File: config.mk
export PLATFORM = sky130hd
export DESIGN_NAME = ellipse_rasterizer_unit
export DESIGN_NICKNAME = d
export VERILOG_FILES = /design/src/erast_pkg.sv /design/src/ellipse_rasterizer_unit.sv /design/src/erast_mul.sv
export SDC_FILE = /design/constraint.sdc
export NUM_CORES = 2
export LEC_CHECK = 0
export ABC_AREA = 1
export BUFFER_PORTS_ARGS = -buffer_cell sky130_fd_sc_hd__buf_2
export CORE_MARGIN = 4
export CORE_UTILIZATION = 45
export DETAILED_ROUTE_END_ITERATION = 16
export GPL_TIMING_DRIVEN = 1
export PLACE_DENSITY_LB_ADDON = 0.1
export SYNTH_ARGS = -nofsm -noshare
export SYNTH_HDL_FRONTEND = slang
export SYNTH_SLANG_ARGS = --single-unit
File: constraint.sdc
create_clock -name aclk -period 17.9 [get_ports aclk]
set_input_delay 2.685 -clock aclk [delete_from_list [all_inputs] [get_ports aclk]]
set_output_delay 2.685 -clock aclk [all_outputs]
set_load 0.02 [all_outputs]
File: src/erast_pkg.sv
// Shared widths, types, codes and helpers of the ellipse rasterizer.
package erast_pkg;

    localparam int RADIUS_BITS = 10;
    localparam int COORD_BITS  = 16;
    localparam int FIELD_W     = 16;

    localparam int OFF_W  = RADIUS_BITS + 1;
    localparam int RSQ_W  = 2 * RADIUS_BITS;
    localparam int GRAD_W = 3 * RADIUS_BITS + 4;
    localparam int MUL_W  = 2 * RADIUS_BITS + 4;
    localparam int DEC_W  = 2 * MUL_W;

    localparam int S_DATA_W = 56;
    localparam int M_DATA_W = 3 * FIELD_W;

    localparam logic KIND_START = 1'b0;
    localparam logic KIND_STEP  = 1'b1;

    typedef logic        [RADIUS_BITS-1:0] rad_t;
    typedef logic signed [OFF_W-1:0]       off_t;
    typedef logic        [RSQ_W-1:0]       rsq_t;
    typedef logic signed [GRAD_W-1:0]      grad_t;
    typedef logic signed [MUL_W-1:0]       mul_t;
    typedef logic signed [DEC_W-1:0]       dec_t;
    typedef logic signed [FIELD_W-1:0]     coord_t;

    typedef enum logic [1:0] {
        PH_R1,
        PH_R2,
        PH_FINAL,
        PH_DONE
    } phase_t;

    typedef enum logic [2:0] {
        ST_IDLE,
        ST_SETUP,
        ST_R2INIT,
        ST_PLAN,
        ST_EMIT,
        ST_UPD_A,
        ST_UPD_B
    } state_t;

    // Wrap to the coordinate width and sign-extend into a full field.
    function automatic coord_t wrap_coord(input coord_t v);
        logic signed [COORD_BITS-1:0] low;
        low = v[COORD_BITS-1:0];
        return coord_t'(low);
    endfunction

endpackage

File: src/ellipse_rasterizer_unit.sv
// Top level of the midpoint ellipse rasterizer.
// A start request (tuser kind 0) loads center, radii and fill mode; it returns no result
// and makes three passes through the shared multiplier before the block is ready again.
// Each step request (kind 1) runs one iteration and returns its points or spans one per
// cycle while the output is not stalled; the block takes no new request until the step
// is done. The step that crosses from region one to region two first builds the region-two
// decision value from five products on the same multiplier. In outline mode a step returns
// two or four points; in filled mode two spans
// (none in region one while the decision value is negative), and a last step returns the
// center span. tlast marks the last result of a step and tuser marks the result that
// completes the ellipse. A step while no ellipse is in progress returns nothing.
module ellipse_rasterizer_unit (
    input  logic                               aclk,
    input  logic                               aresetn,
    input  logic                               s_tvalid,
    output logic                               s_tready,
    // fill_mode, center_x, center_y, radius_x, radius_y, zero pad
    input  logic [erast_pkg::S_DATA_W-1:0]     s_tdata,
    // kind
    input  logic [0:0]                         s_tuser,
    output logic                               m_tvalid,
    input  logic                               m_tready,
    // x_start, x_end, row
    output logic [erast_pkg::M_DATA_W-1:0]     m_tdata,
    output logic                               m_tlast,
    // shape_done
    output logic [0:0]                         m_tuser
);

    erast_pkg::state_t state_reg, state_next;
    erast_pkg::phase_t phase_reg, phase_next;
    logic              filled_reg, filled_next;
    erast_pkg::coord_t ctr_x_reg, ctr_x_next;
    erast_pkg::coord_t ctr_y_reg, ctr_y_next;
    erast_pkg::rad_t   semi_x_reg, semi_x_next;
    erast_pkg::off_t   off_x_reg, off_x_next;
    erast_pkg::off_t   off_y_reg, off_y_next;
    erast_pkg::rsq_t   rx2_reg, rx2_next;
    erast_pkg::rsq_t   ry2_reg, ry2_next;
    erast_pkg::grad_t  grad_x_reg, grad_x_next;
    erast_pkg::grad_t  grad_y_reg, grad_y_next;
    erast_pkg::dec_t   dec_reg, dec_next;
    erast_pkg::mul_t   tmp_reg, tmp_next;
    logic [2:0]        mstep_reg, mstep_next;
    logic [1:0]        idx_reg, idx_next;
    logic [1:0]        last_idx_reg, last_idx_next;

    logic                              m_valid_reg, m_valid_next;
    logic [erast_pkg::M_DATA_W-1:0]    m_data_reg, m_data_next;
    logic                              m_last_reg, m_last_next;
    logic                              m_done_reg, m_done_next;

    erast_pkg::mul_t   mul_a, mul_b;
    erast_pkg::dec_t   prod;

    logic              in_kind, in_fill;
    erast_pkg::coord_t in_cx, in_cy;
    erast_pkg::rad_t   in_rx, in_ry;

    erast_pkg::off_t   t_off;
    logic [erast_pkg::RSQ_W:0] rx2_p3;
    erast_pkg::grad_t  two_rx2, two_ry2;
    logic              dec_neg, dec_pos;
    erast_pkg::phase_t eff_phase;
    logic [2:0]        plan_cnt;
    logic              use_gx, use_gy;
    erast_pkg::dec_t   upd_sq;

    erast_pkg::coord_t ox, oy, span_off, res_x, res_row, res_xs, res_xe;
    logic              res_done, is_last;

    assign in_kind = s_tuser[0];
    assign in_fill = s_tdata[0];
    assign in_cx   = erast_pkg::coord_t'(s_tdata[16:1]);
    assign in_cy   = erast_pkg::coord_t'(s_tdata[32:17]);
    assign in_rx   = erast_pkg::rad_t'(s_tdata[42:33]);
    assign in_ry   = erast_pkg::rad_t'(s_tdata[52:43]);

    assign s_tready = (state_reg == erast_pkg::ST_IDLE);

    erast_mul u_mul (
        .aclk  (aclk),
        .mul_a (mul_a),
        .mul_b (mul_b),
        .prod  (prod)
    );

    assign t_off   = off_y_reg - erast_pkg::off_t'(1);
    assign rx2_p3  = {1'b0, rx2_reg} + (erast_pkg::RSQ_W + 1)'(3);
    assign two_rx2 = erast_pkg::grad_t'(rx2_reg) <<< 1;
    assign two_ry2 = erast_pkg::grad_t'(ry2_reg) <<< 1;
    assign dec_neg = dec_reg[erast_pkg::DEC_W-1];
    assign dec_pos = !dec_neg && (dec_reg != '0);

    // Region two with filled spans ends on the center span.
    always_comb begin
        eff_phase = phase_reg;
        if (phase_reg == erast_pkg::PH_R2 && filled_reg &&
            (off_y_reg[erast_pkg::OFF_W-1] || off_y_reg == '0)) begin
            eff_phase = erast_pkg::PH_FINAL;
        end
    end

    always_comb begin
        plan_cnt = 3'd0;
        unique case (eff_phase)
            erast_pkg::PH_FINAL: plan_cnt = 3'd1;
            erast_pkg::PH_R1: begin
                if (!filled_reg) begin
                    plan_cnt = (off_x_reg != '0) ? 3'd4 : 3'd2;
                end else begin
                    plan_cnt = dec_neg ? 3'd0 : 3'd2;
                end
            end
            erast_pkg::PH_R2: begin
                if (!filled_reg) begin
                    plan_cnt = (off_y_reg != '0) ? 3'd4 : 3'd2;
                end else begin
                    plan_cnt = 3'd2;
                end
            end
            erast_pkg::PH_DONE: plan_cnt = 3'd0;
        endcase
    end

    // Terms of the decision update after the offsets move.
    always_comb begin
        if (phase_reg == erast_pkg::PH_R1) begin
            use_gx = 1'b1;
            use_gy = !dec_neg;
            upd_sq = erast_pkg::dec_t'(ry2_reg);
        end else begin
            use_gx = !dec_pos;
            use_gy = 1'b1;
            upd_sq = erast_pkg::dec_t'(rx2_reg);
        end
    end

    // Result of the current emit index.
    always_comb begin
        ox       = erast_pkg::coord_t'(off_x_reg);
        oy       = erast_pkg::coord_t'(off_y_reg);
        span_off = ox;
        res_x    = ctr_x_reg;
        res_row  = ctr_y_reg;
        if (phase_reg == erast_pkg::PH_FINAL) begin
            span_off = erast_pkg::coord_t'(semi_x_reg);
            res_row  = ctr_y_reg;
        end else if (filled_reg) begin
            res_row = idx_reg[0] ? ctr_y_reg - oy : ctr_y_reg + oy;
        end else begin
            res_x   = (idx_reg == 2'd0 || idx_reg == 2'd3) ? ctr_x_reg + ox : ctr_x_reg - ox;
            res_row = (idx_reg == 2'd0 || idx_reg == 2'd2) ? ctr_y_reg + oy : ctr_y_reg - oy;
        end
        if (filled_reg || phase_reg == erast_pkg::PH_FINAL) begin
            res_xs = ctr_x_reg - span_off;
            res_xe = (span_off != '0) ? ctr_x_reg + span_off - erast_pkg::coord_t'(1) : res_xs;
        end else begin
            res_xs = res_x;
            res_xe = res_x;
        end
        is_last  = (idx_reg == last_idx_reg);
        res_done = (phase_reg == erast_pkg::PH_FINAL) ||
                   (phase_reg == erast_pkg::PH_R2 && !filled_reg && off_y_reg == '0);
    end

    always_comb begin
        state_next    = state_reg;
        phase_next    = phase_reg;
        filled_next   = filled_reg;
        ctr_x_next    = ctr_x_reg;
        ctr_y_next    = ctr_y_reg;
        semi_x_next   = semi_x_reg;
        off_x_next    = off_x_reg;
        off_y_next    = off_y_reg;
        rx2_next      = rx2_reg;
        ry2_next      = ry2_reg;
        grad_x_next   = grad_x_reg;
        grad_y_next   = grad_y_reg;
        dec_next      = dec_reg;
        tmp_next      = tmp_reg;
        mstep_next    = mstep_reg;
        idx_next      = idx_reg;
        last_idx_next = last_idx_reg;
        mul_a         = '0;
        mul_b         = '0;
        m_valid_next  = m_tready ? 1'b0 : m_valid_reg;
        m_data_next   = m_data_reg;
        m_last_next   = m_last_reg;
        m_done_next   = m_done_reg;

        unique case (state_reg)
            erast_pkg::ST_IDLE: begin
                if (s_tvalid) begin
                    if (in_kind == erast_pkg::KIND_START) begin
                        filled_next = in_fill;
                        ctr_x_next  = in_cx;
                        ctr_y_next  = in_cy;
                        semi_x_next = in_rx;
                        off_x_next  = '0;
                        off_y_next  = erast_pkg::off_t'(in_ry);
                        grad_x_next = '0;
                        phase_next  = erast_pkg::PH_R1;
                        mstep_next  = '0;
                        state_next  = erast_pkg::ST_SETUP;
                    end else begin
                        priority if (phase_reg == erast_pkg::PH_DONE) begin
                            state_next = erast_pkg::ST_IDLE;
                        end else if (phase_reg == erast_pkg::PH_R1 &&
                                     !(grad_x_reg < grad_y_reg)) begin
                            mstep_next = '0;
                            state_next = erast_pkg::ST_R2INIT;
                        end else begin
                            state_next = erast_pkg::ST_PLAN;
                        end
                    end
                end
            end

            erast_pkg::ST_SETUP: begin
                mstep_next = mstep_reg + 3'd1;
                case (mstep_reg)
                    3'd0: begin
                        mul_a = erast_pkg::mul_t'(semi_x_reg);
                        mul_b = erast_pkg::mul_t'(semi_x_reg);
                    end
                    3'd1: begin
                        rx2_next = erast_pkg::rsq_t'(prod);
                        mul_a    = erast_pkg::mul_t'(off_y_reg);
                        mul_b    = erast_pkg::mul_t'(off_y_reg);
                    end
                    3'd2: begin
                        ry2_next = erast_pkg::rsq_t'(prod);
                        mul_a    = erast_pkg::mul_t'(rx2_reg);
                        mul_b    = erast_pkg::mul_t'(off_y_reg);
                    end
                    default: begin
                        // decision = ry2 - rx2*ry + ceil(rx2/4)
                        grad_y_next = erast_pkg::grad_t'(prod) <<< 1;
                        dec_next    = erast_pkg::dec_t'(ry2_reg) - prod +
                                      erast_pkg::dec_t'(rx2_p3[erast_pkg::RSQ_W:2]);
                        state_next  = erast_pkg::ST_IDLE;
                    end
                endcase
            end

            erast_pkg::ST_R2INIT: begin
                // decision = ry2*(ox*ox+ox+1) + rx2*(oy-1)^2 - rx2*ry2
                mstep_next = mstep_reg + 3'd1;
                case (mstep_reg)
                    3'd0: begin
                        mul_a = erast_pkg::mul_t'(off_x_reg);
                        mul_b = erast_pkg::mul_t'(off_x_reg);
                    end
                    3'd1: begin
                        tmp_next = erast_pkg::mul_t'(prod) + erast_pkg::mul_t'(off_x_reg) +
                                   erast_pkg::mul_t'(1);
                        mul_a    = erast_pkg::mul_t'(t_off);
                        mul_b    = erast_pkg::mul_t'(t_off);
                    end
                    3'd2: begin
                        tmp_next = erast_pkg::mul_t'(prod);
                        mul_a    = erast_pkg::mul_t'(ry2_reg);
                        mul_b    = tmp_reg;
                    end
                    3'd3: begin
                        dec_next = prod;
                        mul_a    = erast_pkg::mul_t'(rx2_reg);
                        mul_b    = tmp_reg;
                    end
                    3'd4: begin
                        dec_next = dec_reg + prod;
                        mul_a    = erast_pkg::mul_t'(rx2_reg);
                        mul_b    = erast_pkg::mul_t'(ry2_reg);
                    end
                    default: begin
                        dec_next   = dec_reg - prod;
                        phase_next = erast_pkg::PH_R2;
                        state_next = erast_pkg::ST_PLAN;
                    end
                endcase
            end

            erast_pkg::ST_PLAN: begin
                if (phase_reg == erast_pkg::PH_R2 && !filled_reg &&
                    off_y_reg[erast_pkg::OFF_W-1]) begin
                    phase_next = erast_pkg::PH_DONE;
                    state_next = erast_pkg::ST_IDLE;
                end else begin
                    phase_next = eff_phase;
                    if (plan_cnt == 3'd0) begin
                        state_next = erast_pkg::ST_UPD_A;
                    end else begin
                        idx_next      = '0;
                        last_idx_next = 2'(plan_cnt - 3'd1);
                        state_next    = erast_pkg::ST_EMIT;
                    end
                end
            end

            erast_pkg::ST_EMIT: begin
                if (!m_valid_reg || m_tready) begin
                    m_valid_next = 1'b1;
                    m_data_next  = {erast_pkg::wrap_coord(res_row),
                                    erast_pkg::wrap_coord(res_xe),
                                    erast_pkg::wrap_coord(res_xs)};
                    m_last_next  = is_last;
                    m_done_next  = is_last && res_done;
                    if (is_last) begin
                        if (phase_reg == erast_pkg::PH_FINAL) begin
                            phase_next = erast_pkg::PH_DONE;
                            state_next = erast_pkg::ST_IDLE;
                        end else begin
                            state_next = erast_pkg::ST_UPD_A;
                        end
                    end else begin
                        idx_next = idx_reg + 2'd1;
                    end
                end
            end

            erast_pkg::ST_UPD_A: begin
                // Advance offsets and gradients; decision sign is still the old one.
                if (phase_reg == erast_pkg::PH_R1) begin
                    off_x_next  = off_x_reg + erast_pkg::off_t'(1);
                    grad_x_next = grad_x_reg + two_ry2;
                    if (!dec_neg) begin
                        off_y_next  = off_y_reg - erast_pkg::off_t'(1);
                        grad_y_next = grad_y_reg - two_rx2;
                    end
                end else begin
                    off_y_next  = off_y_reg - erast_pkg::off_t'(1);
                    grad_y_next = grad_y_reg - two_rx2;
                    if (!dec_pos) begin
                        off_x_next  = off_x_reg + erast_pkg::off_t'(1);
                        grad_x_next = grad_x_reg + two_ry2;
                    end
                end
                state_next = erast_pkg::ST_UPD_B;
            end

            erast_pkg::ST_UPD_B: begin
                dec_next = dec_reg +
                           (use_gx ? erast_pkg::dec_t'(grad_x_reg) : erast_pkg::dec_t'(0)) -
                           (use_gy ? erast_pkg::dec_t'(grad_y_reg) : erast_pkg::dec_t'(0)) +
                           upd_sq;
                if (phase_reg == erast_pkg::PH_R2 && !filled_reg &&
                    off_y_reg[erast_pkg::OFF_W-1]) begin
                    phase_next = erast_pkg::PH_DONE;
                end
                state_next = erast_pkg::ST_IDLE;
            end

            default: state_next = erast_pkg::ST_IDLE;
        endcase
    end

    always_ff @(posedge aclk) begin
        if (!aresetn) begin
            state_reg   <= erast_pkg::ST_IDLE;
            phase_reg   <= erast_pkg::PH_DONE;
            filled_reg  <= 1'b0;
            m_valid_reg <= 1'b0;
        end else begin
            state_reg   <= state_next;
            phase_reg   <= phase_next;
            filled_reg  <= filled_next;
            m_valid_reg <= m_valid_next;
        end
    end

    always_ff @(posedge aclk) begin
        ctr_x_reg    <= ctr_x_next;
        ctr_y_reg    <= ctr_y_next;
        semi_x_reg   <= semi_x_next;
        off_x_reg    <= off_x_next;
        off_y_reg    <= off_y_next;
        rx2_reg      <= rx2_next;
        ry2_reg      <= ry2_next;
        grad_x_reg   <= grad_x_next;
        grad_y_reg   <= grad_y_next;
        dec_reg      <= dec_next;
        tmp_reg      <= tmp_next;
        mstep_reg    <= mstep_next;
        idx_reg      <= idx_next;
        last_idx_reg <= last_idx_next;
        m_data_reg   <= m_data_next;
        m_last_reg   <= m_last_next;
        m_done_reg   <= m_done_next;
    end

    assign m_tvalid   = m_valid_reg;
    assign m_tdata    = m_data_reg;
    assign m_tlast    = m_last_reg;
    assign m_tuser[0] = m_done_reg;

endmodule

File: src/erast_mul.sv
// Shared signed multiplier with a registered product.
module erast_mul (
    input  logic             aclk,
    input  erast_pkg::mul_t  mul_a,
    input  erast_pkg::mul_t  mul_b,
    output erast_pkg::dec_t  prod
);

    erast_pkg::dec_t prod_reg;

    always_ff @(posedge aclk) begin
        prod_reg <= erast_pkg::dec_t'(mul_a * mul_b);
    end

    assign prod = prod_reg;

endmodule

# [Word level (Yosys, flattened, before mapping)]
# Cells that the tools add are included.
# Widths: inputs -> output; s select.
[totals] ff_bits=356 out_inout_bits=52 inputBits=61 elab_cells=229
[classes] mux=86 n_bitwise=3 add_sub_neg=24 reduce_logical=57 n_mul=1 n_lt_le_gt_ge=1 n_eq_ne=35
[ops] op="$pmux 48 s3" count=2
[ops] op="$mux 34" count=7
[ops] op="$pmux 24 s2" count=4
[ops] op="$pmux 24 s4" count=2
[ops] op="$mux 16" count=11
[ops] op="$add 48x48->48" count=3
[ops] op="$mux 48" count=3
[ops] op="$pmux 34 s2" count=2
[ops] op="$sub 48x48->48" count=2
[ops] op="$mux 11" count=8
[ops] op="$pmux 24 s3" count=1
[ops] op="$add 48x20->48" count=1
[ops] op="$mul 24x24->48" count=1
[ops] op="$reduce_bool 48->1" count=1
[ops] op="$sub 21x48->48" count=1
[ops] op="$mux 3" count=15
[ops] op="$pmux 11 s2" count=2
[ops] op="$add 34x22->34" count=1
[ops] op="$lt 34x34->1" count=1
[ops] op="$sub 34x22->34" count=1
[ops] op="$add 16x11->16" count=2
[ops] op="$mux 2" count=16
[ops] op="$sub 16x11->16" count=2
[ops] op="$add 24x11->24" count=1
[ops] op="other kinds (46)" count=117

# [Depth between registers and ports, before layout]
[depth] ltp_word=10 ltp_mapped=44 depth_no_buf=42

# [By module]
# From an unflattened synthesis, not the netlist that was laid out.
[unflattened] cells_unflattened=8082 area_unflattened_um2=59275.6
[by_module_without_submodules] mod="ellipse_rasterizer_unit" n_inst=1 cells_each=5057 area_per_inst_um2=35552.8 seq_area_each_um2=9118.7
[by_module_without_submodules] mod="erast_mul" n_inst=1 cells_each=3025 area_per_inst_um2=23722.8 seq_area_each_um2=960.9

# [Least setup slack after synthesis]
# Ideal clock, no wire load.
[synth_path] path_kind="register to register" startpoint="register mstep_reg[0]" endpoint="register u_mul.prod_reg[47], in the netlist u_mul.prod[47]" period_less_slack_ns=7.808 setup_ns=0.112 required_ns=17.788 setup_slack_ns=10.092 n_path_buf=2 path_stages_with_launch=34 arrival_time_ns=7.695 path_cell_list="edfxtp_1 > ha_1 > ha_1 > clkbuf_1 > nor2_1 > inv_2 > buf_2 > a221o_1 > nand2_1 > nand2_1 > inv_1 > nor2_1 > fa_1 > inv_1 > fa_1 > inv_1 > fa_1 > inv_1 > fa_1 > fa_1 > fa_1 > fa_1 > inv_1 > ha_1 > nand2_1 > nor2_1 > inv_1 > nor4_1 > nand3_1 > nand3_1 > a21o_1 > nand2_1 > nand3b_1 > nand2_1"
[synth_between] elab_chain_cells=5 word_cells_on_any_way=15 cone_classes="1 x mul; 4 x eq/ne; 6 x mux; 4 x reduce/logical"
[synth_rtl] element="start: declaration" line_no="ellipse_rasterizer_unit.sv:44" source="logic [2:0] mstep_reg, mstep_next;"
[synth_rtl] element="start signal: assignment" line_no="ellipse_rasterizer_unit.sv:384" source="mstep_reg <= mstep_next;"
[synth_rtl] element="$eq 3x3->1, or another cell as far along" line_no="ellipse_rasterizer_unit.sv:250" source="case (mstep_reg)"
[synth_rtl] element="$reduce_or 2->1 (no source line)"
[synth_rtl] element="$pmux 24 s4 / $pmux 24 s2 (equally long branches)" line_no="ellipse_rasterizer_unit.sv:250, ellipse_rasterizer_unit.sv:222"
[synth_rtl] element="$pmux 24 s2" line_no="ellipse_rasterizer_unit.sv:192" source="unique case (state_reg)"
[synth_rtl] element="$mul 24x24->48 *" line_no="erast_mul.sv:12" source="prod_reg <= erast_pkg::dec_t'(mul_a * mul_b);"
[synth_rtl] element="end signal: assignment" line_no="erast_mul.sv:12"
[synth_rtl] element="end: declaration" line_no="erast_mul.sv:9" source="erast_pkg::dec_t prod_reg;"
# Every way passes the cells marked *; elsewhere a longest branch is shown, timed or not.
# A chain may end at the register's enable or synchronous reset.

# [Worst setup path after layout]
[layout_path] startpoint="register state_reg[1]" endpoint="register u_mul.prod_reg[41], in the netlist u_mul.prod[41]"
[layout_between] elab_chain_cells=3 word_cells_on_any_way=5 cone_classes="1 x mul; 2 x eq/ne; 2 x mux"
[layout_rtl] element="start: declaration" line_no="ellipse_rasterizer_unit.sv:30" source="erast_pkg::state_t state_reg, state_next;"
[layout_rtl] element="start signal: assignment" line_no="ellipse_rasterizer_unit.sv:360" source="state_reg <= erast_pkg::ST_IDLE;"
[layout_rtl] element="start signal: assignment" line_no="ellipse_rasterizer_unit.sv:365" source="state_reg <= state_next;"
[layout_rtl] element="$eq 3x2->1 / $eq 3x1->1 (equally long branches)" line_no="ellipse_rasterizer_unit.sv:192"
[layout_rtl] element="$pmux 24 s2" line_no="ellipse_rasterizer_unit.sv:192"
[layout_rtl] element="$mul 24x24->48 *" line_no="erast_mul.sv:12"
# Marked as above.

==> results.cfg <==
[run_status]
status = finished, final reports clean

[floorplanning]
rows = 129
io_pins = 113
dieArea_sq_um = 131700
fp.dieW_um = 362.9
core-area_sq_um = 124400
start_util_pct = 45.54
die_h_um = 362.9

[finish]
area_growth_pct = 6.959
final.fill_count = 12560
utilization_pct = 48.71
layout_common_cells = 1547 x inv_1, 1462 x nand2_1, 650 x fa_1
nNetsFinal = 8731
drive_above_1_share_pct = 5.576
layout_commonest_cell = inv_1

[sta]
hold_viol = 0
finalSetupViolations = 0
slew-limit-headroom_pct = 26.64
worstMarginPinSlew_ns = 1.100
post-route-min-period_ns = 10.18
finalSetupTns_ns = 0
fmax_ghz = 0.09825
rsz0062_at_grt = no
timing.final.ws_setup_ns = 7.721
period_share_pct = 56.86
final.setup_skew_ns = 0.03945
slew_viol_final = 0
holdWs_ns = 0.5989

[setup_path]
worstPathArrival_ns = 10.73
critPathRequiredTime_ns = 18.45
start_kind = register
slowest_stage = fa_1
r2r-end = u_mul.prod[41]
regToRegStartpoint = state_reg[1]
max_stage_delay_ns = 0.94
r2r_slack_ns = 7.72
rr_worst_depth = 27
critical-path-top-delay-family = adder cells
crit_path_frequent_cell = fa_1
path_class = reg -> reg
cp-end-kind = register
critPathBufInv = 8
crit_path_max_fanout = 44

[grt]
grt_max_degree = 77
grt_antenna_before_repair = 2
first_global_vias = 51010
grt_use_total_pct = 30.14
grt-ovfl-total = 0
grt_pass1_wl_mm = 304.2

[route]
num_vias = 50710
finalWirelength_mm = 200.5
drt-initial-drc-count = 4594
first_pass_iters = 5
ant_nets = 0
drc = 0
wl_per_cell_um = 21.74
viasPerCell = 5.497

[clock_tree]
cts_buffers = 46
cts_resized = 0
post_cts_buffers = 0
clk_pin_slew_ns = 0.06
root_buffer = clkbuf_16
cts.sinks = 354
cts.path.max_buffers = 3
postCtsHoldBufs = 0
cts_tree = yes
ctsHtreeMaxLevel = 2
clkLatencyLatePin_ns = 0.64

[logic_synthesis]
synth_edf_count = 299
synth_seq_cells = 354
syn-num-nets = 8683
yosysSeqAreaShare_pct = 17.78
ys.flop_type = edfxtp_1
synth.distinct_cells = 73
syn_inst = 7501
synth_area_sq_um = 56680
synth_area_per_cell_sq_um = 7.556
async_reset_ff_share_pct = 0
synth_warnings = 0

[pwr]
static-leakage-power_uw = 0.03016
p_seq_share_pct = 11.9
switching_share_pct = 60.09
switchingPower_uw = 7529
power.internal_uw = 5001
pwr-share-comb_pct = 79.9
clkPwrFrac_pct = 8.1
vdd.ir_drop.worst_uv = 157.7
powerDensity_nw_per_um2 = 206.7

[worst_hold_path]
min_from = u_mul.prod[0]
worstHoldPathType = reg -> reg
holdPathStages = 0
hold_path_end = rx2_reg[0]

[place]
dpl.hpwl_mm = 166.1
place_congestion = 0.9985
numPortBuffers = 109
place_ws_ns = 7.730

[run]
cap_violations = 0
-- area by class of cell --
class | instances | area (sq um) | area share (%)
clock buffers | 63 | 1371 | 2.262
well taps | 1637 | 2048 | 3.379
multi-input cells | 5390 | 39870 | 65.78
repair buffers | 173 | 1026 | 1.692
clock inverters | 22 | 264.0 | 0.4355
diodes | 1 | 2.502 | 0.004128
flip-flops and latches | 354 | 10080 | 16.63
inverters | 1584 | 5953 | 9.821
-- worst register-to-register path: stages, from the launching register on --
cell and delay, ns:
dfxtp_1 0.48, nand2_2 0.08, buf_4 0.29, nor2_4 0.14
buf_4 0.58, inv_2 0.50, nor2_4 0.51, a21oi_2 0.08
inv_2 0.25, nand2_1 0.23, fa_1 0.62, fa_1 0.76
inv_1 0.27, fa_1 0.94, inv_1 0.14, fa_1 0.45
fa_1 0.54, inv_1 0.06, fa_1 0.46, fa_1 0.47
ha_1 0.38, nand2_1 0.11, nor2_1 0.22, inv_1 0.10
nor4_1 0.68, nand4_1 0.35, nand3_1 0.24, xor2_1 0.16
-- power by group through the flow --
stage,Sequential [uW],Combinational (uW),Clock (uW)
after CTS,1480,9850,1040
after floorplan,1340,6950,0
after detailed placement,1490,9790,0
final,1490,10000,1020
after global routing,1500,11100,1070
after global placement,1490,9760,0
-- worst max path at each step --
stage | slack (ns) | to | from | depth (start not counted)
after floorplan | 10.09 | u_mul.prod[47] | mstep_reg[0] | 33
after detailed placement | 7.73 | u_mul.prod[41] | state_reg[1] | 27
after global routing | 7.34 | u_mul.prod[41] | state_reg[1] | 27
after CTS | 7.70 | u_mul.prod[41] | state_reg[1] | 27
after global placement | 7.87 | u_mul.prod[41] | state_reg[1] | 27
final | 7.72 | u_mul.prod[41] | state_reg[1] | 27
-- kinds of logic after synthesis --
group	synth area share (%)
XOR/XNOR	3.029
buffers and inverters	12.03
AO/OA/AOI/OAI	13.64
flip-flops	17.78
adder cells (fa/ha/maj)	33.36
AND/OR/NAND/NOR	20.16
-- per-layer routing --
layer	GRT usage, %	wire, um	vias to the layer above
met5	0	0	-
met1	41.83	87070	24570
met4	9.530	7166	0
li1	-	-	24030
met3	2.867	14100	335
met2	49.86	92190	1776
-- synth_stat cells (10+ instances only) --
cell / number / share of area, %
a21boi_0: 24 / 0.32
a21o_1: 43 / 0.57
a21oi_1: 515 / 4.5
a221oi_1: 15 / 0.23
a22oi_1: 11 / 0.15
a31oi_1: 52 / 0.57
buf_2: 59 / 0.52
buf_6: 13 / 0.26
clkbuf_1: 85 / 0.56
dfxtp_1: 55 / 1.9
edfxtp_1: 299 / 16
fa_1: 650 / 23
ha_1: 471 / 10
inv_1: 1549 / 10
inv_2: 30 / 0.20
nand2_1: 1462 / 9.7
nand2_2: 22 / 0.24
nand2_4: 11 / 0.22
nand3_1: 316 / 2.8
nand3b_1: 15 / 0.20
nand4_1: 64 / 0.71
nor2_1: 628 / 4.2
nor2_2: 10 / 0.11
nor3_1: 67 / 0.59
nor4_1: 35 / 0.39
o211ai_1: 33 / 0.44
o21a_1: 31 / 0.41
o21ai_0: 476 / 4.2
o21ai_1: 29 / 0.26
o21ai_2: 11 / 0.17
o21bai_1: 34 / 0.45
o221ai_1: 16 / 0.25
o22ai_1: 27 / 0.30
o31ai_1: 10 / 0.13
or2_2: 37 / 0.41
xnor2_1: 46 / 0.71
xor2_1: 150 / 2.3
-- stage by stage --
step                      power [uW]  cell area, sq um  std cells
final                          12530             60620       9224
after CTS                      12370             60620       9223
after detailed placement       11290             58980       9138
after floorplan                 8292             56680       7501
after global placement         11250             58980       9138
after global routing           13660             60620       9223
Power figures use the tool's default switching activity.
